`src/sv/asmc_pkg.sv`:
```
`timescale 1ns / 1ps
// Shared types and constants for the alarm set and match controller.
// No dependencies.
package asmc_pkg;

    // Event kinds carried in s_tuser
    localparam logic [1:0] OP_TICK  = 2'd0;
    localparam logic [1:0] OP_ENTER = 2'd1;
    localparam logic [1:0] OP_EXIT  = 2'd2;

    // Decoded key codes
    localparam logic [2:0] KEY_NONE  = 3'd0;
    localparam logic [2:0] KEY_SET   = 3'd1;
    localparam logic [2:0] KEY_SHIFT = 3'd2;
    localparam logic [2:0] KEY_ADD   = 3'd3;
    localparam logic [2:0] KEY_SUB   = 3'd4;

    localparam int unsigned BLINK_PERIOD_MS = 300;
    localparam logic [14:0] BLINK_HALF_RESET  = 15'(BLINK_PERIOD_MS / 2);

    localparam logic [4:0] HOUR_MAX   = 5'd23;
    localparam logic [5:0] MINUTE_MAX = 6'd59;

    localparam logic [4:0] ALARM_HOUR_RESET = 5'd1;

    localparam logic [15:0] BLINK_TIMER_MAX = 16'hFFFF;

    typedef struct packed {
        logic       start_ring;
        logic       blank_minute;
        logic       blank_hour;
        logic       selected_field;
        logic       setting_mode;
        logic [5:0] alarm_minute_out;
        logic [4:0] alarm_hour_out;
    } result_t;

endpackage

```
`src/sv/alarm_set_and_match_controller.sv`:
```
`timescale 1ns / 1ps
// Alarm set and match controller: a registered state update per event beat.
// Depends on asmc_pkg.
//
// Latency: the result beat is valid the cycle after its input beat is taken.
// Throughput: one event per clock; the single next-state/result logic stage
// feeds the output register, which frees whenever it is empty or being drained.
// Reset (aresetn low, synchronous): alarm 01:00, running mode, hour selected,
// blink timer cleared and field shown, half period 150 ms, no result pending.
module alarm_set_and_match_controller
    import asmc_pkg::*;
(
    input  logic        aclk,
    input  logic        aresetn,

    // Blink half-period register write
    input  logic        cfg_valid,
    output logic        cfg_ready,
    input  logic [14:0] cfg_data,     // blink_half_period

    // Event stream in
    input  logic        s_tvalid,
    output logic        s_tready,
    // [9:0] elapsed_ms, [12:10] key_code, [13] fg_view,
    // [14] clock_setting_active, [19:15] clock_hour, [25:20] clock_minute,
    // [31:26] zero
    input  logic [31:0] s_tdata,
    input  logic [1:0]  s_tuser,      // [1:0] operation

    // Result stream out
    output logic        m_tvalid,
    input  logic        m_tready,
    // [4:0] alarm_hour_out, [10:5] alarm_minute_out, [11] setting_mode,
    // [12] selected_field, [13] blank_hour, [14] blank_minute, [15] start_ring
    output logic [15:0] m_tdata
);

    // Unpack the input beat
    logic [1:0] operation;
    logic [9:0] elapsed_ms;
    logic [2:0] key_code;
    logic       fg_view;
    logic       clock_setting_active;
    logic [4:0] clock_hour;
    logic [5:0] clock_minute;

    assign operation            = s_tuser;
    assign elapsed_ms           = s_tdata[9:0];
    assign key_code             = s_tdata[12:10];
    assign fg_view              = s_tdata[13];
    assign clock_setting_active = s_tdata[14];
    assign clock_hour           = s_tdata[19:15];
    assign clock_minute         = s_tdata[25:20];

    // Controller state
    logic [14:0] blink_half_reg;
    logic [4:0]  alarm_hour_reg,  alarm_hour_next;
    logic [5:0]  alarm_minute_reg, alarm_minute_next;
    logic        mode_setting_reg, mode_setting_next;
    logic        item_select_reg, item_select_next;
    logic [15:0] blink_timer_reg, blink_timer_next;
    logic        blink_hidden_reg, blink_hidden_next;
    logic [5:0]  prev_minute_reg, prev_minute_next;

    // Output register
    logic        m_valid_reg;
    result_t     result_reg, result_next;

    logic in_beat;
    logic [16:0] timer_sum;
    logic [15:0] timer_sat;

    // Accept a new event whenever the output slot is empty or draining.
    assign s_tready  = !m_valid_reg || m_tready;
    assign in_beat   = s_tvalid && s_tready;
    assign cfg_ready = 1'b1;

    assign timer_sum = {1'b0, blink_timer_reg} + 17'(elapsed_ms);
    assign timer_sat = timer_sum[16] ? BLINK_TIMER_MAX : timer_sum[15:0];

    always_comb begin
        alarm_hour_next   = alarm_hour_reg;
        alarm_minute_next = alarm_minute_reg;
        mode_setting_next = mode_setting_reg;
        item_select_next  = item_select_reg;
        blink_timer_next  = blink_timer_reg;
        blink_hidden_next = blink_hidden_reg;
        prev_minute_next  = prev_minute_reg;
        result_next       = '0;

        unique case (operation)
            OP_ENTER: begin
                mode_setting_next = 1'b0;
            end
            OP_EXIT: begin
                mode_setting_next = 1'b0;
                item_select_next  = 1'b0;
                blink_timer_next  = '0;
                blink_hidden_next = 1'b0;
            end
            OP_TICK: begin
                if (!mode_setting_reg) begin
                    // Running: enter setting from foreground, check for a fresh match.
                    if (key_code == KEY_SET && fg_view) begin
                        mode_setting_next = 1'b1;
                    end
                    result_next.start_ring = !clock_setting_active
                        && alarm_hour_reg == clock_hour
                        && alarm_minute_reg == clock_minute
                        && prev_minute_reg != alarm_minute_reg;
                end else if (fg_view) begin
                    // Advance the blink timer; toggle visibility at the half period.
                    blink_timer_next = timer_sat;
                    if (timer_sat >= {1'b0, blink_half_reg}) begin
                        blink_hidden_next = !blink_hidden_reg;
                        blink_timer_next  = '0;
                    end
                    case (key_code)
                        KEY_SET: begin
                            mode_setting_next = 1'b0;
                            item_select_next  = 1'b0;
                            blink_timer_next  = '0;
                            blink_hidden_next = 1'b0;
                        end
                        KEY_SHIFT: begin
                            item_select_next = !item_select_reg;
                        end
                        KEY_ADD, KEY_SUB: begin
                            // Step the selected field with wrap; show it again.
                            if (!item_select_reg) begin
                                if (key_code == KEY_ADD) begin
                                    alarm_hour_next = (alarm_hour_reg == HOUR_MAX)
                                        ? 5'd0 : alarm_hour_reg + 5'd1;
                                end else begin
                                    alarm_hour_next = (alarm_hour_reg == 5'd0)
                                        ? HOUR_MAX : alarm_hour_reg - 5'd1;
                                end
                            end else begin
                                if (key_code == KEY_ADD) begin
                                    alarm_minute_next = (alarm_minute_reg == MINUTE_MAX)
                                        ? 6'd0 : alarm_minute_reg + 6'd1;
                                end else begin
                                    alarm_minute_next = (alarm_minute_reg == 6'd0)
                                        ? MINUTE_MAX : alarm_minute_reg - 6'd1;
                                end
                            end
                            blink_hidden_next = 1'b0;
                            blink_timer_next  = '0;
                        end
                        default: begin
                        end
                    endcase
                    result_next.blank_hour   = blink_hidden_next && !item_select_next;
                    result_next.blank_minute = blink_hidden_next && item_select_next;
                end
                prev_minute_next = clock_minute;
            end
            default: begin
                // Unused event kind: hold all state.
            end
        endcase

        result_next.alarm_hour_out   = alarm_hour_next;
        result_next.alarm_minute_out = alarm_minute_next;
        result_next.setting_mode     = mode_setting_next;
        result_next.selected_field   = item_select_next;
    end

    always_ff @(posedge aclk) begin
        if (!aresetn) begin
            blink_half_reg   <= BLINK_HALF_RESET;
            alarm_hour_reg   <= ALARM_HOUR_RESET;
            alarm_minute_reg <= '0;
            mode_setting_reg <= 1'b0;
            item_select_reg  <= 1'b0;
            blink_timer_reg  <= '0;
            blink_hidden_reg <= 1'b0;
            prev_minute_reg  <= '0;
            m_valid_reg      <= 1'b0;
        end else begin
            if (cfg_valid && cfg_ready) begin
                blink_half_reg <= cfg_data;
            end
            if (in_beat) begin
                alarm_hour_reg   <= alarm_hour_next;
                alarm_minute_reg <= alarm_minute_next;
                mode_setting_reg <= mode_setting_next;
                item_select_reg  <= item_select_next;
                blink_timer_reg  <= blink_timer_next;
                blink_hidden_reg <= blink_hidden_next;
                prev_minute_reg  <= prev_minute_next;
                m_valid_reg      <= 1'b1;
            end else if (m_tready) begin
                // Drop the result once it has been taken.
                m_valid_reg <= 1'b0;
            end
        end
    end

    // Result payload needs no reset; load it with every accepted event.
    always_ff @(posedge aclk) begin
        if (in_beat) begin
            result_reg <= result_next;
        end
    end

    assign m_tvalid = m_valid_reg;
    assign m_tdata  = result_reg;

    // Alarm time stays within a day.
    a_alarm_range: assert property (@(posedge aclk) disable iff (!aresetn)
        alarm_hour_reg <= HOUR_MAX && alarm_minute_reg <= MINUTE_MAX)
        else $error("alarm time out of range");

    // At most one field blanks, and only in setting mode.
    a_blank_mode: assert property (@(posedge aclk) disable iff (!aresetn)
        m_valid_reg && (result_reg.blank_hour || result_reg.blank_minute) |->
        result_reg.setting_mode && !(result_reg.blank_hour && result_reg.blank_minute))
        else $error("blank flags inconsistent with setting mode");

    // A ring is only raised from running mode.
    a_ring_running: assert property (@(posedge aclk) disable iff (!aresetn)
        in_beat && result_next.start_ring |-> !mode_setting_reg)
        else $error("ring raised while in setting mode");

    // The blink timer is cleared once it reaches the half period, so it stays below 2^15.
    a_timer_bound: assert property (@(posedge aclk) disable iff (!aresetn)
        !blink_timer_reg[15])
        else $error("blink timer overrun");

    // A taken event always yields a pending result next cycle.
    a_result_follows: assert property (@(posedge aclk) disable iff (!aresetn)
        in_beat |=> m_valid_reg)
        else $error("result lost after accepted event");

endmodule
```
`config.mk`:
```
export PLATFORM = sky130hd
export DESIGN_NAME = alarm_set_and_match_controller
export DESIGN_NICKNAME = d
export VERILOG_FILES = /design/src/sv/asmc_pkg.sv /design/src/sv/alarm_set_and_match_controller.sv
export SDC_FILE = /design/constraint.sdc
export NUM_CORES = 1
export LEC_CHECK = 0
export BUFFER_PORTS_ARGS = -buffer_cell sky130_fd_sc_hd__buf_2
export CAP_MARGIN = 20
export CORE_MARGIN = 3
export CORE_UTILIZATION = 36
export DETAILED_ROUTE_END_ITERATION = 6
export PLACE_DENSITY = 0.63
export SLEW_MARGIN = 20
export SYNTH_ARGS = -nofsm -noshare
export SYNTH_HDL_FRONTEND = slang
export SYNTH_SLANG_ARGS = --single-unit
```
`constraint.sdc`:
```
create_clock -name aclk -period 3.5 [get_ports aclk]
set_input_delay 0 -clock aclk [delete_from_list [all_inputs] [get_ports aclk]]
set_output_delay 0 -clock aclk [all_outputs]
set_load 0.005 [all_outputs]
```
Yosys cells after proc, flatten, opt, wreduce, memory -nomap -nowiden:

Cells that the tools add are included.

* flip-flop bits (word level): 68
* bits of input ports: 54
* output and inout bits: 19
* logic and storage cells: 105

* $add $sub $neg: 5
* magnitude comparators: 1
* equality and inequality tests: 13
* multiplexer cells: 44
* bitwise operators: 1
* reductions and logical operators: 25

Operators by type and width (count)
* $mux 16: 5
* $mux 6: 8
* $mux 5: 8
* $pmux 16 s2: 1
* $mux 1: 18
* $add 16x10->17: 1
* $ge 16x15->1: 1
* $pmux 1 s2: 4
* $logic_and 1x1->1: 7
* $add 6x1->6 const B: 1
* $eq 3x2->1 const B: 2
* $eq 6x6->1: 1
* $eq 6x6->1 const B: 1
* $logic_not 6->1: 1
* $ne 6x6->1: 1
* $reduce_or 2->1: 3
* $sub 6x1->6 const B: 1
* $add 5x1->5 const B: 1
* $eq 5x5->1: 1
* $eq 5x5->1 const B: 1
* $logic_not 1->1: 5
* $logic_not 5->1: 1
* $sub 5x1->5 const B: 1
* $ne 2x2->1 const B: 2
* other kinds (12): 13

Depth between registers and ports, before layout:

* depth after elaboration: 11
* gate-level depth with buffers: 19
* gate-level depth less buffers: 18

Worst setup path after synthesis:

OpenSTA, ideal clock, no wires.

* path type: flip-flop to flip-flop
* start point: reg blink_timer_reg[0]
* end point: reg result_reg, in the netlist m_tdata[14] (data pin)
* library setup time: 0.256 ns
* arrival time: 3.365 ns
* slack: -0.121 ns
* stages on the path, launching flop included: 19
* path buffers: 1
* period minus slack after synthesis: 3.621 ns
* cell sequence: dfxtp_1 -> ha_1 -> inv_1 -> fa_1 -> nor2b_1 -> o211ai_1 -> a31o_1 -> o21ai_2 -> nand3_1 -> clkbuf_1 -> nand2_1 -> ha_1 -> a21oi_1 -> nor2b_1 -> o21ai_0 -> a21oi_1 -> a211oi_2 -> nand3b_1 -> and4bb_1

* cells in the longest elaborated chain, start to end: 9

RTL lines
* from (decl): RTL line alarm_set_and_match_controller.sv:61 `logic [15:0] blink_timer_reg, blink_timer_next;`
* from (signal assigned): RTL line alarm_set_and_match_controller.sv:189 `blink_timer_reg <= blink_timer_next;`
* $add 16x10->17: RTL line alarm_set_and_match_controller.sv:78 `assign timer_sum = {1'b0, blink_timer_reg} + 17'(elapsed_ms);`
* $mux 16: RTL line alarm_set_and_match_controller.sv:79 `assign timer_sat = timer_sum[16] ? BLINK_TIMER_MAX : timer_sum[15:0];`
* $ge 16x15->1: RTL line alarm_set_and_match_controller.sv:114 `if (timer_sat >= {1'b0, blink_half_reg}) begin`
* $mux 1: RTL line alarm_set_and_match_controller.sv:114
* $mux 1: RTL line alarm_set_and_match_controller.sv:118 `case (key_code)`
* $mux 1: RTL line alarm_set_and_match_controller.sv:111 `end else if (fg_view) begin`
* $mux 1: RTL line alarm_set_and_match_controller.sv:102 `if (!mode_setting_reg) begin`
* $mux 1: RTL line alarm_set_and_match_controller.sv:91 `unique case (operation)`
* $logic_and 1x1->1: RTL line alarm_set_and_match_controller.sv:154 `result_next.blank_minute = blink_hidden_next && item_select_next;`
* to (signal assigned): RTL line alarm_set_and_match_controller.sv:203 `result_reg <= result_next;`
* to (decl): RTL line alarm_set_and_match_controller.sv:67 `result_t result_reg, result_next;`

No other way between the ends. The select of a mux whose other input is x is not followed.
A chain may end at the register's enable or synchronous reset.

Worst setup path after layout:

Same ends and word-level chain as after synthesis.

==> impl_results.md <==
* Actual slew at the worst max-slew pin at 717 ps
* Sw Share at 0.245
* CTS tree: done
* Min-Delay Path Class: input port to register
* Comb power frac at 0.155
* Nature of the critical path endpoint: register
* Die height at roughly 120 µm
* ANT nets after route at 0
* Final Wtd Congestion at around 0.88
* Final Hold Vio Count at 0
* Total GRT Usage at 0.167
* Post-route setup slack at -135 ps
* DR vias/cell at 5.28
* Global route overflow at 0
* Clock Tree Buf Depth at 2
* Failing checks: setup timing
* Slowest cell on crit path: fa_2
* # diodes at 0
* Ports at 73
* Top cells by area, synth: dfxtp_1, edfxtp_1, ha_1
* Largest net degree at the start of global routing at 39
* Rel. slew slack at 0.521
* Initial core utilization at 0.376
* Seq cells post-synth at a little under 70
* Yosys top cell by area: dfxtp_1
* CP max FO at 8
* Synth warn at 0
* RSZ-0062 raised after global routing: true
* Average wire per standard cell at between 10 and 15 µm
* Worst reg-to-reg setup slack at -140 ps
* Area delta synth->final at 29.0%
* Detailed Routing Iterations Pass 1 at 5
* Outcome: finished with violations
* Slowest Stage Delay on Critical Path at 380 ps
* Tcrit/Tclk final at 1.04
* Root Driver: clkbuf_16
* Worst Setup EP: m_tdata[14]
* Nets at 684
* Top_reg_cell synth: dfxtp_1
* Leak at 2.56 nW
* Final min period at 3640 ps
* Switching power at approximately 530 µW
* Register area share after synthesis at 0.347
* Residual DRC count at 0
* Critical Path Start Type: register
* Max-cap violation count at 0
* I/O Buffers at 65
* Clock-pin transition on the worst setup and hold timing paths at 50 ps
* Max-slew violations at 0
* # rows at 39
* Worst Path Buf+Inv at 2
* Clock Sinks at around 70
* Final setup viols at 17
* Internal at 1.63 mW
* Share of layout cells above drive strength 1 at 0.240
* Distinct cells, synth at 68
* Async SR Flop Fraction at 0
* Reg2reg start: blink_timer_reg[0]
* Initial antenna violation count at 0
* Cell area after synthesis at around 4400 µm²
* Hold_ws at around 14 ps
* Vias at 3947
* Crit-path leading delay family: compound AO/OA/AOI/OAI gates
* Synth top area share at 0.238
* Crit path kind: register to register
* Peak supply drop at 0.216 mV
* Clk pwr share at 0.441
* Later-pin clock latency in the skew report at 330 ps
* CTS buffer count at 9
* Hold path depth at 3
* Worst reg2reg path endpoint: m_tdata[14]
* Die ar. at 13500 µm²
* Worst clock skew at ~7 ps
* Stages on the worst setup path at 17
* WP data arrival at 3720 ps
* Number of H-tree levels at 3
* CP Launch Point: blink_timer_reg[0]
* Final core occ at 0.485
* Seq pwr share at 0.405
* Syn avg cell area at 8.71 µm²
* DRT iter0 DRCs at 215
* Post-synth EDFFs at 16
* Synth Instances at 503
* Die width at roughly 120 µm
* Worst path required time at 3580 ps
* HPWL after DPL at 7.69 mm
* Vias in the first global route at roughly 3900
* Drt total wl at 11.1 mm
* Power Density at around 380 nW/µm²
* Core area at ~12000 µm²
* First-pass GRT wire length at roughly 18 mm
* Worst reg-to-reg path cell count at 17
* Syn_nets at 588
* Critical path, cell by cell: ha_4, inv_2, fa_2, nor2b_4, o211ai_1, a31o_1, o21ai_4, a31oi_1, ha_1, nand2b_4, a21o_1, a211oi_2, o21ai_2, a211oi_4, buf_12, nand3b_1, and4bb_1
* Maximum clock frequency at around 280 MHz
metal layers:
| metal | vias up | part of all wire | global-route usage |
|---|---|---|---|
| met5 | - | 0 | 0 |
| met3 | 13 | 0.056 | 0.0446 |
| met2 | 115 | 0.49 | 0.285 |
| li1 | 1990 | - | - |
| met4 | 0 | 0.014 | 0.0541 |
| met1 | 1829 | 0.44 | 0.206 |
layout by cell type, fill, tap and decap left out, types with 8 or more instances in the layout:
master         count
buf_2             65
nand2_1           63
dfxtp_1           51
inv_1             28
ha_1              28
nor2b_1           22
dlygate4sd3_1     22
buf_4             21
nor2_1            20
mux2i_1           20
a21oi_1           20
o21ai_0           17
edfxtp_1          16
xnor2_1           14
xor2_1            12
o21ai_2           11
nand2b_1          10
o21ai_1           10
nor3_1             9
nand3_1            9
o211ai_1           9
o211a_1            9
clkbuf_16          9
nand4_1            8
how the worst min path moves through the flow:
stage	start	endpoint	slack, ps
after floorplan	m_tready	s_tready	120
after global placement	cfg_data[4]	blink_half_reg[4]	220
after detailed placement	cfg_data[4]	blink_half_reg[4]	220
after CTS	s_tdata[24]	prev_minute_reg[4]	5
after global routing	s_tdata[24]	prev_minute_reg[4]	50
final	s_tdata[24]	prev_minute_reg[4]	10
stage by stage:
step	TNS (ps)	instances	power, mW	setup slack, ps	area [µm²]
6_report	-660	747	2.15	-135	5650
5_1_grt	-3810	747	2.25	-299	5650
4_1_cts	-722	739	2.16	-131	5490
3_5_place_dp	-1430	699	1.17	-206	4890
3_3_place_gp	-559	699	1.17	-111	4890
2_1_floorplan	0	503	1.07	1.17	4380
repair_timing:
action	4_1_cts	5_1_grt
hold endpoints to repair	21	0
pin swaps	17	7
resized for setup	14	19
gates cloned	0	0
hold buffers	22	0
setup buffers	2	9
setup endpoints to repair	18	18
synth_stat cells (all sizes together), types with 9 or more instances:
| cell type | number |
|---|---|
| nand2 | 63 |
| dfxtp | 52 |
| o21ai | 39 |
| ha | 30 |
| inv | 30 |
| a21oi | 25 |
| nor2b | 23 |
| mux2i | 21 |
| clkbuf | 20 |
| nor2 | 20 |
| edfxtp | 16 |
| xnor2 | 14 |
| nand2b | 12 |
| nand3 | 12 |
| xor2 | 12 |
| o211ai | 11 |
| nor3 | 10 |
| o211a | 9 |
power by group through the flow:
| stage | sequential, mW | combinational (mW) | clock, mW |
|---|---|---|---|
| final | 0.871 | 0.333 | 0.949 |
| after global routing | 0.876 | 0.372 | 1.01 |
| after CTS | 0.871 | 0.313 | 0.976 |
| after detailed placement | 0.887 | 0.286 | 0 |
| after global placement | 0.886 | 0.281 | 0 |
| after floorplan | 0.873 | 0.200 | 0 |
worst min-delay path: stages:
cell,delay [ps]
buf_2,110
mux2i_1,70
nor2b_1,120
kinds of logic after synthesis:
group | count (synthesis) | share of synthesized area
simple gates | 174 | 0.204
compound gates | 125 | 0.199
flops | 68 | 0.347
buf+inv | 55 | 0.0506
fa+ha+maj | 31 | 0.0903
xor+xnor | 26 | 0.0520
mux | 23 | 0.0560
other cells | 1 | 0.000856
layout make-up:
type / instances / area, µm²
clock buffers: 14 / 244
clock inverters: 2 / 60.1
flip-flops and latches: 68 / 1520
fillers: 1065 / 6010
repair buffers: 110 / 743
multi-input cells: 380 / 2790
well taps: 143 / 179
inverters: 30 / 113
(Power assumes the default switching activity.)
